===== src/rtl/core/metu_pkg.sv =====
package metu_pkg;

  // Field and register widths that do not vary with the value width.
  localparam int unsigned KIND_BITS    = 3;
  localparam int unsigned MODE_BITS    = 2;
  localparam int unsigned REG_BITS     = 31;
  localparam int unsigned DT_BITS      = 16;
  localparam int unsigned CNT_BITS     = 7;
  localparam int unsigned CFG_IDX_BITS = 2;

  // Item kinds.
  localparam logic [KIND_BITS-1:0] KIND_TICK   = 3'd0;
  localparam logic [KIND_BITS-1:0] KIND_JUMP   = 3'd1;
  localparam logic [KIND_BITS-1:0] KIND_TARGET = 3'd2;
  localparam logic [KIND_BITS-1:0] KIND_ADD    = 3'd3;
  localparam logic [KIND_BITS-1:0] KIND_SPEED  = 3'd4;

  // Tick modes.
  localparam logic [MODE_BITS-1:0] MODE_SNAP    = 2'd0;
  localparam logic [MODE_BITS-1:0] MODE_GRAVITY = 2'd1;
  localparam logic [MODE_BITS-1:0] MODE_LINEAR  = 2'd2;
  localparam logic [MODE_BITS-1:0] MODE_PULL    = 2'd3;

  // Configuration register indexes.
  localparam logic [CFG_IDX_BITS-1:0] CFG_MODE    = 2'd0;
  localparam logic [CFG_IDX_BITS-1:0] CFG_CROSS   = 2'd1;
  localparam logic [CFG_IDX_BITS-1:0] CFG_GRAVITY = 2'd2;

  // Reset values of the configuration registers.
  localparam logic [REG_BITS-1:0] CROSS_RESET   = 31'd65536;
  localparam logic [REG_BITS-1:0] GRAVITY_RESET = 31'd65536000;

  // Status of a serial arithmetic unit; done pulses for one cycle.
  typedef struct packed {
    logic busy;
    logic done;
  } unit_stat_t;

endpackage


===== src/rtl/core/metu_if.sv =====
// Input channel: one command beat.
interface metu_in_if #(
  parameter int unsigned VALUE_BITS = 32
);
  logic                               valid;
  logic                               ready;
  logic [metu_pkg::KIND_BITS-1:0]     kind;
  logic signed [VALUE_BITS-1:0]       value;
  logic [metu_pkg::DT_BITS-1:0]       time_step;

  modport source (output valid, kind, value, time_step, input ready);
  modport sink (input valid, kind, value, time_step, output ready);
endinterface

// Output channel: one result beat.
interface metu_out_if #(
  parameter int unsigned VALUE_BITS = 32
);
  logic                         valid;
  logic                         ready;
  logic signed [VALUE_BITS-1:0] position;
  logic                         moving;

  modport source (output valid, position, moving, input ready);
  modport sink (input valid, position, moving, output ready);
endinterface


===== src/rtl/core/metu_mul.sv =====
// Radix-2 shift-add multiplier, least significant multiplier bit first.
// After N steps the product holds a_i * b_i * 2^(BW-N).
module metu_mul #(
  parameter int unsigned AW = 33,
  parameter int unsigned BW = 48
) (
  input  logic                           clk_i,
  input  logic                           rst_ni,
  input  logic                           start_i,
  input  logic [AW-1:0]                  a_i,
  input  logic [BW-1:0]                  b_i,
  input  logic [metu_pkg::CNT_BITS-1:0]  nbits_i,
  output logic [AW+BW-1:0]               prod_o,
  output metu_pkg::unit_stat_t           stat_o
);

  logic [AW-1:0]                 a_q;
  logic [BW-1:0]                 b_q;
  logic [AW+BW-1:0]              p_q;
  logic [metu_pkg::CNT_BITS-1:0] cnt_q;
  logic                          busy_q;
  logic                          done_q;
  logic [AW:0]                   sum;

  // Add the multiplicand into the top part when the current bit is set.
  assign sum = {1'b0, p_q[AW+BW-1:BW]} + (b_q[0] ? {1'b0, a_q} : {(AW+1){1'b0}});

  // Step counter and status.
  always_ff @(posedge clk_i or negedge rst_ni) begin
    if (!rst_ni) begin
      busy_q <= 1'b0;
      done_q <= 1'b0;
      cnt_q  <= '0;
    end else begin
      done_q <= 1'b0;
      if (start_i) begin
        busy_q <= 1'b1;
        cnt_q  <= nbits_i;
      end else if (busy_q) begin
        cnt_q <= cnt_q - metu_pkg::CNT_BITS'(1);
        if (cnt_q == metu_pkg::CNT_BITS'(1)) begin
          busy_q <= 1'b0;
          done_q <= 1'b1;
        end
      end
    end
  end

  // Operand and product shift registers.
  always_ff @(posedge clk_i) begin
    if (start_i) begin
      a_q <= a_i;
      b_q <= b_i;
      p_q <= '0;
    end else if (busy_q) begin
      p_q <= {sum, p_q[BW-1:1]};
      b_q <= b_q >> 1;
    end
  end

  assign prod_o      = p_q;
  assign stat_o.busy = busy_q;
  assign stat_o.done = done_q;

endmodule


===== src/rtl/core/metu_div.sv =====
// Restoring divider, one quotient bit per cycle, most significant first.
module metu_div #(
  parameter int unsigned NW = 48,
  parameter int unsigned DW = 31
) (
  input  logic                 clk_i,
  input  logic                 rst_ni,
  input  logic                 start_i,
  input  logic [NW-1:0]        num_i,
  input  logic [DW-1:0]        den_i,
  output logic [NW-1:0]        quot_o,
  output metu_pkg::unit_stat_t stat_o
);

  logic [NW-1:0]                 q_q;
  logic [DW-1:0]                 r_q;
  logic [DW-1:0]                 d_q;
  logic [metu_pkg::CNT_BITS-1:0] cnt_q;
  logic                          busy_q;
  logic                          done_q;
  logic [DW:0]                   r_sh;
  logic [DW:0]                   r_sub;
  logic                          ge;

  // Shift in the next dividend bit and try to subtract the divisor.
  assign r_sh  = {r_q, q_q[NW-1]};
  assign ge    = r_sh >= {1'b0, d_q};
  assign r_sub = r_sh - {1'b0, d_q};

  // Step counter and status.
  always_ff @(posedge clk_i or negedge rst_ni) begin
    if (!rst_ni) begin
      busy_q <= 1'b0;
      done_q <= 1'b0;
      cnt_q  <= '0;
    end else begin
      done_q <= 1'b0;
      if (start_i) begin
        busy_q <= 1'b1;
        cnt_q  <= metu_pkg::CNT_BITS'(NW);
      end else if (busy_q) begin
        cnt_q <= cnt_q - metu_pkg::CNT_BITS'(1);
        if (cnt_q == metu_pkg::CNT_BITS'(1)) begin
          busy_q <= 1'b0;
          done_q <= 1'b1;
        end
      end
    end
  end

  // Partial remainder and dividend/quotient shift register.
  always_ff @(posedge clk_i) begin
    if (start_i) begin
      q_q <= num_i;
      r_q <= '0;
      d_q <= den_i;
    end else if (busy_q) begin
      r_q <= ge ? r_sub[DW-1:0] : r_sh[DW-1:0];
      q_q <= {q_q[NW-2:0], ge};
    end
  end

  assign quot_o      = q_q;
  assign stat_o.busy = busy_q;
  assign stat_o.done = done_q;

endmodule


===== src/rtl/core/motion_easing_tween_unit.sv =====
// Channel   Modport  Beat                                   Accepted when
// in_i      sink     kind, value, time_step                 valid && ready
// out_o     source   position, moving                       valid && ready
// cfg       write    cfg_we_i, cfg_idx_i, cfg_data_i        cfg_we_i high
//
// Items are taken one at a time; ready is high whenever the sequencer is idle,
// also while an earlier result still waits in the output register.
// Commands and ticks without a serial pass go from S_EXEC straight to S_EMIT.
// Linear ticks take one multiplier pass, gravity ticks two multiplier passes,
// pull ticks a multiplier pass, a divider pass and a second multiplier pass.
// Reset is asynchronous; a stalled output holds the finished item in the sequencer.
module motion_easing_tween_unit #(
  parameter int unsigned VALUE_BITS = 32
) (
  input  logic                               clk_i,
  input  logic                               rst_ni,
  input  logic                               cfg_we_i,
  input  logic [metu_pkg::CFG_IDX_BITS-1:0]  cfg_idx_i,
  input  logic [metu_pkg::REG_BITS-1:0]      cfg_data_i,
  metu_in_if.sink                            in_i,
  metu_out_if.source                         out_o
);

  localparam int unsigned W  = VALUE_BITS;
  localparam int unsigned DB = metu_pkg::DT_BITS;
  localparam int unsigned AW = (W + 1 > metu_pkg::REG_BITS) ? W + 1 : metu_pkg::REG_BITS;
  localparam int unsigned BW = W + DB;
  localparam int unsigned PW = AW + BW;
  localparam int unsigned SW = AW + 2;

  localparam logic signed [W-1:0] VMAX = {1'b0, {(W-1){1'b1}}};
  localparam logic signed [W-1:0] VMIN = {1'b1, {(W-1){1'b0}}};
  localparam logic [BW-1:0] FM_ONE = {{(BW-DB-1){1'b0}}, 1'b1, {DB{1'b0}}};

  typedef enum logic [2:0] {
    S_IDLE,
    S_EXEC,
    S_MUL1,
    S_MUL2,
    S_DIV,
    S_MUL3,
    S_EMIT
  } state_e;

  // Clamp a wide signed sum to the value range.
  function automatic logic signed [W-1:0] sat_val(input logic signed [SW-1:0] x);
    logic [SW-W:0] top;
    top = x[SW-1:W-1];
    if (&top || ~|top) begin
      sat_val = x[W-1:0];
    end else if (x[SW-1]) begin
      sat_val = VMIN;
    end else begin
      sat_val = VMAX;
    end
  endfunction

  // Sign-extend a value to the sum width.
  function automatic logic signed [SW-1:0] sext(input logic signed [W-1:0] x);
    sext = {{(SW-W){x[W-1]}}, x};
  endfunction

  state_e                         state_q;
  logic [metu_pkg::MODE_BITS-1:0] mode_q;
  logic [metu_pkg::REG_BITS-1:0]  cross_q;
  logic [metu_pkg::REG_BITS-1:0]  grav_q;
  logic [metu_pkg::KIND_BITS-1:0] kind_q;
  logic signed [W-1:0]            val_q;
  logic [DB-1:0]                  dt_q;
  logic signed [W-1:0]            pos_q;
  logic signed [W-1:0]            tgt_q;
  logic signed [W-1:0]            spd_q;
  logic                           act_q;
  logic                           fneg_q;
  logic                           out_valid_q;
  logic signed [W-1:0]            out_pos_q;
  logic                           out_mov_q;

  logic                           mul_start;
  logic [AW-1:0]                  mul_a;
  logic [BW-1:0]                  mul_b;
  logic [metu_pkg::CNT_BITS-1:0]  mul_n;
  logic [PW-1:0]                  prod;
  metu_pkg::unit_stat_t           mul_stat;
  logic                           div_start;
  logic [metu_pkg::REG_BITS-1:0]  div_den;
  logic [BW-1:0]                  quot;
  metu_pkg::unit_stat_t           div_stat;

  logic [W-1:0]                   spd_mag;
  logic [W:0]                     gap_diff;
  logic [W-1:0]                   gap_mag;
  logic                           tgt_gt;
  logic signed [SW-1:0]           pos_ext;
  logic [W-1:0]                   sd;
  logic signed [W-1:0]            pos_grav;
  logic signed [W-1:0]            spd_grav;
  logic [W-1:0]                   mv_lin;
  logic signed [W-1:0]            pos_lin;
  logic [BW-1:0]                  fm_cl;
  logic [AW-1:0]                  mov_hi;
  logic [W:0]                     mov;
  logic                           mov_ovf;
  logic                           mov_neg;
  logic signed [W-1:0]            pos_pull;

  // Magnitudes and direction toward the target.
  assign spd_mag  = spd_q[W-1] ? (~spd_q + W'(1)) : spd_q;
  assign gap_diff = {tgt_q[W-1], tgt_q} - {pos_q[W-1], pos_q};
  assign gap_mag  = gap_diff[W] ? (~gap_diff[W-1:0] + W'(1)) : gap_diff[W-1:0];
  assign tgt_gt   = !gap_diff[W] && (|gap_diff);
  assign pos_ext  = sext(pos_q);

  // Gravity: position moves by velocity*dt, velocity grows by accel*dt.
  assign sd       = prod[BW +: W];
  assign pos_grav = sat_val(spd_q[W-1] ? pos_ext - {{(SW-W){1'b0}}, sd}
                                       : pos_ext + {{(SW-W){1'b0}}, sd});
  assign spd_grav = sat_val(sext(spd_q) + {2'b00, prod[BW +: AW]});

  // Linear: step limited to the remaining gap.
  assign mv_lin  = (sd > gap_mag) ? gap_mag : sd;
  assign pos_lin = sat_val(tgt_gt ? pos_ext + {{(SW-W){1'b0}}, mv_lin}
                                  : pos_ext - {{(SW-W){1'b0}}, mv_lin});

  // Pull: fraction clamped at one unless negative, move rounded up.
  assign div_den  = (cross_q == '0) ? metu_pkg::REG_BITS'(1) : cross_q;
  assign fm_cl    = (!fneg_q && quot > FM_ONE) ? FM_ONE : quot;
  assign mov_hi   = prod[PW-1:DB+W];
  assign mov      = {1'b0, prod[DB +: W]} + (W+1)'(|prod[DB-1:0]);
  assign mov_ovf  = (|mov_hi) || mov[W];
  assign mov_neg  = (!tgt_gt) ^ fneg_q;
  assign pos_pull = mov_ovf ? (mov_neg ? VMIN : VMAX)
                  : sat_val(mov_neg ? pos_ext - {{(SW-W){1'b0}}, mov[W-1:0]}
                                    : pos_ext + {{(SW-W){1'b0}}, mov[W-1:0]});

  // Start requests and operands for the serial units.
  always_comb begin
    mul_start = 1'b0;
    mul_a     = '0;
    mul_b     = '0;
    mul_n     = '0;
    div_start = 1'b0;
    case (state_q)
      S_EXEC: begin
        if (kind_q == metu_pkg::KIND_TICK && act_q && mode_q != metu_pkg::MODE_SNAP) begin
          mul_start = 1'b1;
          mul_a     = AW'(spd_mag);
          mul_b     = BW'(dt_q);
          mul_n     = metu_pkg::CNT_BITS'(DB);
        end
      end
      S_MUL1: begin
        if (mul_stat.done && mode_q == metu_pkg::MODE_GRAVITY) begin
          mul_start = 1'b1;
          mul_a     = AW'(grav_q);
          mul_b     = BW'(dt_q);
          mul_n     = metu_pkg::CNT_BITS'(DB);
        end else if (mul_stat.done && mode_q == metu_pkg::MODE_PULL) begin
          div_start = 1'b1;
        end
      end
      S_DIV: begin
        if (div_stat.done) begin
          mul_start = 1'b1;
          mul_a     = AW'(gap_mag);
          mul_b     = fm_cl;
          mul_n     = metu_pkg::CNT_BITS'(BW);
        end
      end
      default: ;
    endcase
  end

  metu_mul #(
    .AW (AW),
    .BW (BW)
  ) u_mul (
    .clk_i   (clk_i),
    .rst_ni  (rst_ni),
    .start_i (mul_start),
    .a_i     (mul_a),
    .b_i     (mul_b),
    .nbits_i (mul_n),
    .prod_o  (prod),
    .stat_o  (mul_stat)
  );

  metu_div #(
    .NW (BW),
    .DW (metu_pkg::REG_BITS)
  ) u_div (
    .clk_i   (clk_i),
    .rst_ni  (rst_ni),
    .start_i (div_start),
    .num_i   (prod[BW-DB +: BW]),
    .den_i   (div_den),
    .quot_o  (quot),
    .stat_o  (div_stat)
  );

  // Configuration registers.
  always_ff @(posedge clk_i or negedge rst_ni) begin
    if (!rst_ni) begin
      mode_q  <= metu_pkg::MODE_SNAP;
      cross_q <= metu_pkg::CROSS_RESET;
      grav_q  <= metu_pkg::GRAVITY_RESET;
    end else if (cfg_we_i) begin
      case (cfg_idx_i)
        metu_pkg::CFG_MODE:    mode_q  <= cfg_data_i[metu_pkg::MODE_BITS-1:0];
        metu_pkg::CFG_CROSS:   cross_q <= cfg_data_i;
        metu_pkg::CFG_GRAVITY: grav_q  <= cfg_data_i;
        default: ;
      endcase
    end
  end

  // Sequencer, motion state and output register.
  always_ff @(posedge clk_i or negedge rst_ni) begin
    if (!rst_ni) begin
      state_q     <= S_IDLE;
      kind_q      <= '0;
      val_q       <= '0;
      dt_q        <= '0;
      pos_q       <= '0;
      tgt_q       <= '0;
      spd_q       <= '0;
      act_q       <= 1'b0;
      fneg_q      <= 1'b0;
      out_valid_q <= 1'b0;
      out_pos_q   <= '0;
      out_mov_q   <= 1'b0;
    end else begin
      // A taken result frees the output register unless a new one is loaded now.
      if (out_valid_q && out_o.ready && state_q != S_EMIT) begin
        out_valid_q <= 1'b0;
      end
      case (state_q)
        S_IDLE: begin
          if (in_i.valid) begin
            kind_q  <= in_i.kind;
            val_q   <= in_i.value;
            dt_q    <= in_i.time_step;
            state_q <= S_EXEC;
          end
        end
        S_EXEC: begin
          state_q <= S_EMIT;
          case (kind_q)
            metu_pkg::KIND_TICK: begin
              if (mode_q == metu_pkg::MODE_SNAP) begin
                pos_q <= tgt_q;
              end else if (act_q) begin
                state_q <= S_MUL1;
              end else if (mode_q == metu_pkg::MODE_GRAVITY) begin
                // At rest at or above the target snaps; otherwise arm.
                if (spd_q != '0 || tgt_q != pos_q) begin
                  if (spd_q == '0 && !tgt_gt) begin
                    pos_q <= tgt_q;
                  end else begin
                    act_q <= 1'b1;
                  end
                end
              end else if (tgt_q != pos_q) begin
                act_q <= 1'b1;
              end
            end
            metu_pkg::KIND_JUMP: begin
              pos_q <= val_q;
              tgt_q <= val_q;
            end
            metu_pkg::KIND_TARGET: tgt_q <= val_q;
            metu_pkg::KIND_ADD:    tgt_q <= sat_val(sext(tgt_q) + sext(val_q));
            metu_pkg::KIND_SPEED:  spd_q <= val_q;
            default: ;
          endcase
        end
        S_MUL1: begin
          if (mul_stat.done) begin
            case (mode_q)
              metu_pkg::MODE_GRAVITY: begin
                pos_q   <= pos_grav;
                state_q <= S_MUL2;
              end
              metu_pkg::MODE_LINEAR: begin
                pos_q   <= pos_lin;
                act_q   <= pos_lin != tgt_q;
                state_q <= S_EMIT;
              end
              metu_pkg::MODE_PULL: begin
                fneg_q  <= spd_q[W-1] && (dt_q != '0);
                state_q <= S_DIV;
              end
              default: state_q <= S_EMIT;
            endcase
          end
        end
        S_MUL2: begin
          // Land once the position has reached the target.
          if (mul_stat.done) begin
            if (!tgt_gt) begin
              pos_q <= tgt_q;
              spd_q <= '0;
              act_q <= 1'b0;
            end else begin
              spd_q <= spd_grav;
            end
            state_q <= S_EMIT;
          end
        end
        S_DIV: begin
          if (div_stat.done) begin
            state_q <= S_MUL3;
          end
        end
        S_MUL3: begin
          if (mul_stat.done) begin
            pos_q   <= pos_pull;
            act_q   <= pos_pull != tgt_q;
            state_q <= S_EMIT;
          end
        end
        S_EMIT: begin
          if (!out_valid_q || out_o.ready) begin
            out_valid_q <= 1'b1;
            out_pos_q   <= pos_q;
            out_mov_q   <= act_q;
            state_q     <= S_IDLE;
          end
        end
        default: state_q <= S_IDLE;
      endcase
    end
  end

  assign in_i.ready     = (state_q == S_IDLE);
  assign out_o.valid    = out_valid_q;
  assign out_o.position = out_pos_q;
  assign out_o.moving   = out_mov_q;

`ifndef SYNTH
  // The multiplier and the divider never run at the same time.
  ap_units_exclusive: assert property (@(posedge clk_i) disable iff (!rst_ni)
    !(mul_stat.busy && div_stat.busy))
    else $error("multiplier and divider busy together");

  // An accepted beat is executed in the next cycle.
  ap_accept_exec: assert property (@(posedge clk_i) disable iff (!rst_ni)
    (in_i.valid && in_i.ready) |=> (state_q == S_EXEC))
    else $error("accepted beat not executed");

  // While waiting on a multiplier pass, the multiplier is running or finishing.
  ap_mul_running: assert property (@(posedge clk_i) disable iff (!rst_ni)
    (state_q == S_MUL1 || state_q == S_MUL2 || state_q == S_MUL3)
      |-> (mul_stat.busy || mul_stat.done))
    else $error("sequencer waits on an idle multiplier");

  // While waiting on the divider, the divider is running or finishing.
  ap_div_running: assert property (@(posedge clk_i) disable iff (!rst_ni)
    (state_q == S_DIV) |-> (div_stat.busy || div_stat.done))
    else $error("sequencer waits on an idle divider");

  // A free output register takes the result and frees the sequencer.
  ap_emit_loads: assert property (@(posedge clk_i) disable iff (!rst_ni)
    (state_q == S_EMIT && (!out_valid_q || out_o.ready))
      |=> (out_valid_q && state_q == S_IDLE))
    else $error("result not loaded into the output register");
`endif

endmodule


===== src/flat_wrapper.sv =====
// flat-port wrapper written by rule: the top's interface ports become plain ports
module motion_easing_tween_unit_flat 
#(
  parameter int unsigned VALUE_BITS = 32
)
  (clk_i, rst_ni, cfg_we_i, cfg_idx_i, cfg_data_i, in_i_valid, in_i_kind, in_i_value, in_i_time_step, in_i_ready, out_o_valid, out_o_position, out_o_moving, out_o_ready);
  metu_in_if #(.VALUE_BITS(VALUE_BITS)) in_i_i ();
  metu_out_if #(.VALUE_BITS(VALUE_BITS)) out_o_i ();
  input  logic clk_i;
  input  logic rst_ni;
  input  logic cfg_we_i;
  input  logic [metu_pkg::CFG_IDX_BITS-1:0] cfg_idx_i;
  input  logic [metu_pkg::REG_BITS-1:0] cfg_data_i;
  input wire logic [$bits(in_i_i.valid)-1:0] in_i_valid;
  input wire logic [$bits(in_i_i.kind)-1:0] in_i_kind;
  input wire logic [$bits(in_i_i.value)-1:0] in_i_value;
  input wire logic [$bits(in_i_i.time_step)-1:0] in_i_time_step;
  output wire logic [$bits(in_i_i.ready)-1:0] in_i_ready;
  output wire logic [$bits(out_o_i.valid)-1:0] out_o_valid;
  output wire logic [$bits(out_o_i.position)-1:0] out_o_position;
  output wire logic [$bits(out_o_i.moving)-1:0] out_o_moving;
  input wire logic [$bits(out_o_i.ready)-1:0] out_o_ready;
  assign in_i_i.valid = in_i_valid;
  assign in_i_i.kind = in_i_kind;
  assign in_i_i.value = in_i_value;
  assign in_i_i.time_step = in_i_time_step;
  assign in_i_ready = in_i_i.ready;
  assign out_o_valid = out_o_i.valid;
  assign out_o_position = out_o_i.position;
  assign out_o_moving = out_o_i.moving;
  assign out_o_i.ready = out_o_ready;
  motion_easing_tween_unit #(.VALUE_BITS(VALUE_BITS)) u_core (.clk_i(clk_i), .rst_ni(rst_ni), .cfg_we_i(cfg_we_i), .cfg_idx_i(cfg_idx_i), .cfg_data_i(cfg_data_i), .in_i(in_i_i), .out_o(out_o_i));
endmodule

===== config.mk =====
export PLATFORM = sky130hd
export DESIGN_NAME = motion_easing_tween_unit_flat
export DESIGN_NICKNAME = d
export VERILOG_FILES = /design/src/rtl/core/metu_pkg.sv /design/src/rtl/core/metu_if.sv /design/src/rtl/core/metu_mul.sv /design/src/rtl/core/metu_div.sv /design/src/rtl/core/motion_easing_tween_unit.sv /design/src/flat_wrapper.sv
export SDC_FILE = /design/constraint.sdc
export NUM_CORES = 2
export LEC_CHECK = 0
export BUFFER_PORTS_ARGS = -buffer_cell sky130_fd_sc_hd__buf_2
export CORE_AREA = 8 8 388 390
export DETAILED_ROUTE_END_ITERATION = 6
export DIE_AREA = 0 0 396 398
export PLACE_DENSITY_LB_ADDON = 0.15
export SLEW_MARGIN = 10
export SYNTH_ARGS = -nofsm -noshare
export SYNTH_HDL_FRONTEND = slang
export SYNTH_SLANG_ARGS = --single-unit

===== constraint.sdc =====
create_clock -name clk_i -period 16.84 [get_ports clk_i]
set_clock_uncertainty 0.1 [all_clocks]
set_input_delay 3.368 -clock clk_i [delete_from_list [all_inputs] [get_ports clk_i]]
set_output_delay 3.368 -clock clk_i [all_outputs]
set_load 0.02 [all_outputs]

Yosys cells after proc, flatten, opt, wreduce, memory -nomap -nowiden
Index checks and enable logic that the tools add are counted.
{"block": "totals", "regBits": 540, "out_inout_bits": 35, "elab_cells": 258}
{"block": "op_classes", "add_sub_neg": 16, "order_cmp": 3, "n_eq_ne": 39, "muxes": 103, "bitwise": 3, "reduce_logical": 67}
{"op": "$mux W32", "n": 29}
{"op": "$mux W48", "n": 6}
{"op": "$pmux W32 S2", "n": 4}
{"op": "$pmux W48 S3", "n": 1}
{"op": "$pmux W32 S4", "n": 1}
{"op": "$mux W35", "n": 3}
{"op": "$add A32 B33 Y34", "n": 3}
{"op": "$sub A32 B33 Y34", "n": 3}
{"op": "$pmux W33 S3", "n": 1}
{"op": "$ne A32 B32 Y1", "n": 3}
{"op": "$reduce_or A33 Y1", "n": 2}
{"op": "$not A32 Y32", "n": 2}
{"op": "$mux W31", "n": 2}
{"op": "$gt A48 B17 Y1 const B", "n": 1}
{"op": "$add A32 B34 Y35", "n": 1}
{"op": "$add A33 B34 Y34", "n": 1}
{"op": "$add A32 B1 Y33", "n": 1}
{"op": "$add A32 B32 Y33", "n": 1}
{"op": "$mux W1", "n": 33}
{"op": "$mux W33", "n": 1}
{"op": "$sub A32 B32 Y33", "n": 1}
{"op": "$add A32 B1 Y32 const B", "n": 1}
{"op": "$add A32 B2 Y32 const B", "n": 1}
{"op": "$ge A32 B31 Y1", "n": 1}
{"op": "other kinds (45)", "n": 128}

Longest topological paths before layout
{"block": "depth", "word_depth": 16, "mapped_depth": 60}

By module
A second synthesis with hierarchy kept.
{"block": "unflattened", "cells_unflattened": 5265, "hier_area_um2": 45095.8}
{"module": "motion_easing_tween_unit", "n_inst": 1, "cells_each": 3909, "area_per_inst_um2": 30138.9, "seq_area_each_um2": 6264.8}
{"module": "metu_mul", "n_inst": 1, "cells_each": 765, "area_per_inst_um2": 8318.0, "seq_area_each_um2": 4279.1}
{"module": "metu_div", "n_inst": 1, "cells_each": 591, "area_per_inst_um2": 6638.9, "seq_area_each_um2": 3218.1}

Least setup slack after synthesis
OpenSTA, ideal clock, no wires.
{"block": "synth_timing", "kind": "reg2reg", "startpoint": "reg u_core.tgt_q[11]", "endpoint": "reg u_core.act_q", "arrival_time_ps": 11634, "required_time_ps": 16609, "path_slack_ps": 4975, "stages_incl_launch_ff": 56, "n_path_buf": 8, "path_cell_list": "dfrtp_1 ha_1 and3_1 clkbuf_1 and4_1 a211o_1 nor2_1 o21a_1 clkbuf_1 clkbuf_1 clkbuf_1 nand2_1 xor2_1 ha_1 o21a_1 o21a_1 o21a_1 o21a_1 (+20 left out) o211a_1 nor2b_1 o31ai_1 a211o_1 nand4_1 a41o_1 a2111oi_0 or2_2 o211ai_1 nand2b_1 a311oi_1 a21o_1 buf_4 nor2_1 o211ai_1 o2111ai_1 nor4_1 a21oi_1"}
{"block": "synth_via", "elab_chain_cells": 16}
{"element": "from (decl)", "line_no": "motion_easing_tween_unit.sv:71", "source": "logic signed [W-1:0] tgt_q;"}
{"element": "from (signal assigned)", "line_no": "motion_easing_tween_unit.sv:269", "source": "tgt_q <= val_q;"}
{"element": "from (signal assigned)", "line_no": "motion_easing_tween_unit.sv:271", "source": "metu_pkg::KIND_TARGET: tgt_q <= val_q;"}
{"element": "from (signal assigned)", "line_no": "motion_easing_tween_unit.sv:272", "source": "metu_pkg::KIND_ADD: tgt_q <= sat_val(sext(tgt_q) + sext(val_q));"}
{"element": "$sub A32 B32 Y33", "line_no": "motion_easing_tween_unit.sv:109", "source": "assign gap_diff = {tgt_q[W-1], tgt_q} - {pos_q[W-1], pos_q};"}
{"element": "$not A32 Y32", "line_no": "motion_easing_tween_unit.sv:110", "source": "assign gap_mag = gap_diff[W] ? (~gap_diff[W-1:0] + W'(1)) : gap_diff[W-1:0];"}
{"element": "$add A32 B1 Y32", "line_no": "motion_easing_tween_unit.sv:110"}
{"element": "$mux W32", "line_no": "motion_easing_tween_unit.sv:110"}
{"element": "$gt A32 B32 Y1", "line_no": "motion_easing_tween_unit.sv:121", "source": "assign mv_lin = (sd > gap_mag) ? gap_mag : sd;"}
{"element": "$mux W32", "line_no": "motion_easing_tween_unit.sv:121"}
{"element": "$sub A32 B33 Y34 / $add A32 B33 Y34 (equally long branches)", "line_no": "motion_easing_tween_unit.sv:123, motion_easing_tween_unit.sv:122"}
{"element": "$mux W35", "line_no": "motion_easing_tween_unit.sv:122", "source": "assign pos_lin = sat_val(tgt_gt ? pos_ext + {{(SW-W){1'b0}}, mv_lin}"}
{"element": "$reduce_or A4 Y1", "line_no": "motion_easing_tween_unit.sv:49", "source": "if (&top || ~|top) begin"}
{"element": "$logic_not A1 Y1", "line_no": "motion_easing_tween_unit.sv:49"}
{"element": "$logic_or A1 B1 Y1", "line_no": "motion_easing_tween_unit.sv:49"}
{"element": "$mux W32", "line_no": "motion_easing_tween_unit.sv:49"}
{"element": "$ne A32 B32 Y1", "line_no": "motion_easing_tween_unit.sv:286", "source": "act_q <= pos_lin != tgt_q;"}
{"element": "$mux W1", "line_no": "motion_easing_tween_unit.sv:279", "source": "case (mode_q)"}
{"element": "$mux W1", "line_no": "motion_easing_tween_unit.sv:278", "source": "if (mul_stat.done) begin"}
{"element": "$pmux W1 S4", "line_no": "motion_easing_tween_unit.sv:237", "source": "case (state_q)"}
{"element": "to (signal assigned)", "line_no": "motion_easing_tween_unit.sv:286"}
{"element": "to (signal assigned)", "line_no": "motion_easing_tween_unit.sv:318", "source": "act_q <= pos_pull != tgt_q;"}
{"element": "to (decl)", "line_no": "motion_easing_tween_unit.sv:73", "source": "logic act_q;"}
Parallel ways exist; a longest one is shown, timed or not. The select of a mux whose other input is x is not followed.
A chain may end at the register's enable or synchronous reset.

Worst setup path in the final report
{"block": "layout_timing", "startpoint": "reg u_core.pos_q[1]", "endpoint": "reg u_core.act_q"}
{"block": "layout_via", "elab_chain_cells": 16}
{"element": "from (decl)", "line_no": "motion_easing_tween_unit.sv:70", "source": "logic signed [W-1:0] pos_q;"}
{"element": "from (signal assigned)", "line_no": "motion_easing_tween_unit.sv:251", "source": "pos_q <= tgt_q;"}
{"element": "from (signal assigned)", "line_no": "motion_easing_tween_unit.sv:258", "source": "pos_q <= tgt_q;"}
{"element": "from (signal assigned)", "line_no": "motion_easing_tween_unit.sv:268", "source": "pos_q <= val_q;"}
{"element": "$sub A32 B32 Y33", "line_no": "motion_easing_tween_unit.sv:109"}
{"element": "$not A32 Y32", "line_no": "motion_easing_tween_unit.sv:110"}
{"element": "$add A32 B1 Y32", "line_no": "motion_easing_tween_unit.sv:110"}
{"element": "$mux W32", "line_no": "motion_easing_tween_unit.sv:110"}
{"element": "$gt A32 B32 Y1", "line_no": "motion_easing_tween_unit.sv:121"}
{"element": "$mux W32", "line_no": "motion_easing_tween_unit.sv:121"}
{"element": "$sub A32 B33 Y34 / $add A32 B33 Y34 (equally long branches)", "line_no": "motion_easing_tween_unit.sv:123, motion_easing_tween_unit.sv:122"}
{"element": "$mux W35", "line_no": "motion_easing_tween_unit.sv:122"}
{"element": "$reduce_or A4 Y1", "line_no": "motion_easing_tween_unit.sv:49"}
{"element": "$logic_not A1 Y1", "line_no": "motion_easing_tween_unit.sv:49"}
{"element": "$logic_or A1 B1 Y1", "line_no": "motion_easing_tween_unit.sv:49"}
{"element": "$mux W32", "line_no": "motion_easing_tween_unit.sv:49"}
{"element": "$ne A32 B32 Y1", "line_no": "motion_easing_tween_unit.sv:286"}
{"element": "$mux W1", "line_no": "motion_easing_tween_unit.sv:279"}
{"element": "$mux W1", "line_no": "motion_easing_tween_unit.sv:278"}
{"element": "$pmux W1 S4", "line_no": "motion_easing_tween_unit.sv:237"}
Parallel ways exist; a longest one is shown, timed or not. The select of a mux whose other input is x is not followed.

==> out/metrics.cfg <==
[run_status]
status=finished, final reports clean

[critical_path]
startpoint_type=flip-flop
cp.required_ns=17.35
worst-path-max-fanout=27
cpPeakStageDelay_ns=0.91
criticalPathCategory=flip-flop to flip-flop
cp_slowest_cell=a211oi_2
cp-end-kind=flip-flop
crit_arrival_ns=15.10

[logic_synthesis]
syn_inst=5277
yosys.area.top_type=dfrtp_1
synthTopCellsByArea=dfrtp_1, edfxtp_1, ha_1
syn-num-nets=5670
yosysWarningCount=0
ys_seq_area_share_pct=31.0
synth_area_um2=44300
synth-edff-count=159
synth_ff_type=dfrtp_1
synth_common_cells=nor2_1, nand2_1, a21oi_1
synth_cell_types=120
ys_ff_latch=539
syn_avg_cell_area_um2=8.40
yosys.area.top_type_share_pct=14.7
yosysMostFrequentCell=nor2_1
async_flop_share_pct=49.7

[cts]
ctsResizeCount=0
clock_path_buffers=3
cts_setup_buffers=0
ctsHoldBuffers=0
cts_made_buffers=73
htree_levels=3
cts_tree=done
cts_root_buffer=clkbuf_16
insertion_delay_ns=0.73
clk_pin_slew_ns=0.06
cts.sinks=539

[floorplanning]
die-area_um2=158000
placementRows=140
core_um2=145000
start_util_pct=30.7
pin_count=124
die-height_um=398
die_x_um=396

[route]
ant_nets=0
postRouteWirelength_um=193000
wire_per_inst_um=26.4
drc=0
viasPerCell=5.69
dr.pass1.iters=6
via_count=41447
drtIter0Drc=3448

[sta]
final.min_clock_period_ns=14.59
hold_viol_final=0
tns_ns=0
tightest_slew_ns=1.20
max_freq_mhz=68.5
period_share_pct=86.7
slew_violations=0
finalWorstSetupSlack_ns=2.25
grt_setup_unrepaired=false
max_slew_margin_pct=19.3
setup-violations-final=0

[power]
power_leakage_nw=20.7
p_sw_share_pct=24.3
comb_power_share_pct=2.7
ir_worst_vdd_v=0.0000763
seqPwrFrac_pct=44.7
power.total_mw=3.14
internal_power_mw=2.38
clockPowerShare_pct=52.6
powerDensity_nw_per_um2=63.0
p_switching_mw=0.764

[worst_hold_path]
holdCritPathClass=flip-flop to flip-flop

[cells_and_area]
layout.nets=5695
final_core_util_pct=34.5
synthToLayoutAreaGrowth_pct=12.5
drive_gt1_share_pct=12.2

[place]
place_ws_ns=2.67
portBuffers=123
place.gp.congestion=0.953
place_hpwl_um=147000

[global_routing]
antenna_found_initial=21
grt_max_degree=77
grt_pass1_wl_um=279000
grt_usage_pct=23.6
grt_overflow=0
grt_pass1_vias=39165

[run]
drv_cap=0

==> path summary, 6_finish.rpt <==
| path | endpoint | slack, ns | startpoint | depth (start not counted) |
|---|---|---|---|---|
| max | u_core.act_q$_DFFE_PN0P_ | 2.25 | u_core.pos_q[1]$_DFFE_PN0P_ | 47 |
| min | u_core.u_div.d_q[24]$_SDFFCE_PN0P_ | 0.38 | u_core.cross_q[24]$_DFFE_PN0P_ | 0 |
| max reg2reg | u_core.act_q$_DFFE_PN0P_ | 2.25 | u_core.pos_q[1]$_DFFE_PN0P_ | 47 |
| min reg2reg | u_core.u_div.d_q[24]$_SDFFCE_PN0P_ | 0.38 | u_core.cross_q[24]$_DFFE_PN0P_ | 0 |
| max in group asynchronous | u_core.val_q[29]$_DFFE_PN0P_ | 11.88 | rst_ni | 3 |
| min in group asynchronous | u_core.cross_q[11]$_DFFE_PN0P_ | 2.55 | rst_ni | 1 |
==> flip-flops by register name (all words and copies together) (netlist names), 32 cells and up <==
| register | cells |
|---|---|
| u_core.u_mul.a_q | 32 |
| u_core.u_mul.b_q | 48 |
| u_core.u_div.quot_o | 48 |
| u_core.pos_q | 32 |
| u_core.spd_q | 32 |
| u_core.tgt_q | 32 |
| u_core.out_o.position | 32 |
| u_core.u_mul.prod_o | 81 |
| u_core.val_q | 32 |
==> worst max-delay path, delay by kind of cell (launching register included) <==
family                   cells  cell delay, ns
XOR/XNOR                     2            0.56
AO/OA/AOI/OAI               21            7.11
flip-flops                   1            0.66
buffers and inverters        1            0.21
adder cells (fa/ha/maj)      4            1.27
AND/OR/NAND/NOR             19            4.50
==> cell families after synthesis <==
kind of cell | synth area share [%]
compound gates | 21.9
xor+xnor | 7.76
simple gates | 19.6
mux | 6.33
fa+ha+maj | 8.74
buf+inv | 4.65
flops | 31.0
==> final cells by class <==
class / count / area [um^2]
tap: 1917 / 2400
timing repair buffer: 265 / 1690
multi-input combinational: 4212 / 28700
fill: 15148 / 94700
clock buffer: 106 / 2110
sequential: 539 / 13700
antenna: 7 / 17.5
clock inverter: 29 / 432
inverter: 211 / 795
==> stage by stage <==
stage          hold slack, ns  instances  instance area, um^2
2_1_floorplan           0.361       5277                44300
5_1_grt                 0.391       7280                49800
3_3_place_gp            0.362       7144                47300
3_5_place_dp            0.362       7144                47300
4_1_cts                 0.379       7279                49800
6_report                0.378       7286                49900
==> power groups by stage <==
stage / Clock [mW] / Combinational, mW / Sequential [mW]
2_1_floorplan: 0 / 0.0507 / 1.41
3_3_place_gp: 0 / 0.0831 / 1.43
3_5_place_dp: 0 / 0.0842 / 1.43
4_1_cts: 1.70 / 0.0845 / 1.40
5_1_grt: 1.75 / 0.0922 / 1.41
6_report: 1.65 / 0.0834 / 1.40
==> metal layers <==
metal | share of wire, % | track usage [%] | wire length, um | vias up
li1 | - | - | - | 19414
met1 | 46 | 32.6 | 89200 | 20380
met2 | 43 | 35.5 | 82100 | 1307
met3 | 6.7 | 5.03 | 12900 | 326
met4 | 4.3 | 9.63 | 8190 | 20
met5 | 0.090 | 0 | 174 | -
==> cell usage in the layout (no fill, tap or decap), types with 119 or more instances in the layout <==
master	count
nand2_1	505
ha_1	296
a21oi_1	354
dfrtp_1	258
xnor2_1	254
inv_1	208
nor3_1	126
buf_2	122
o21ai_0	294
xor2_1	119
buf_4	142
mux2_2	154
nor2_1	537
edfxtp_1	159
No activity file was read; power rests on OpenSTA's default activity.
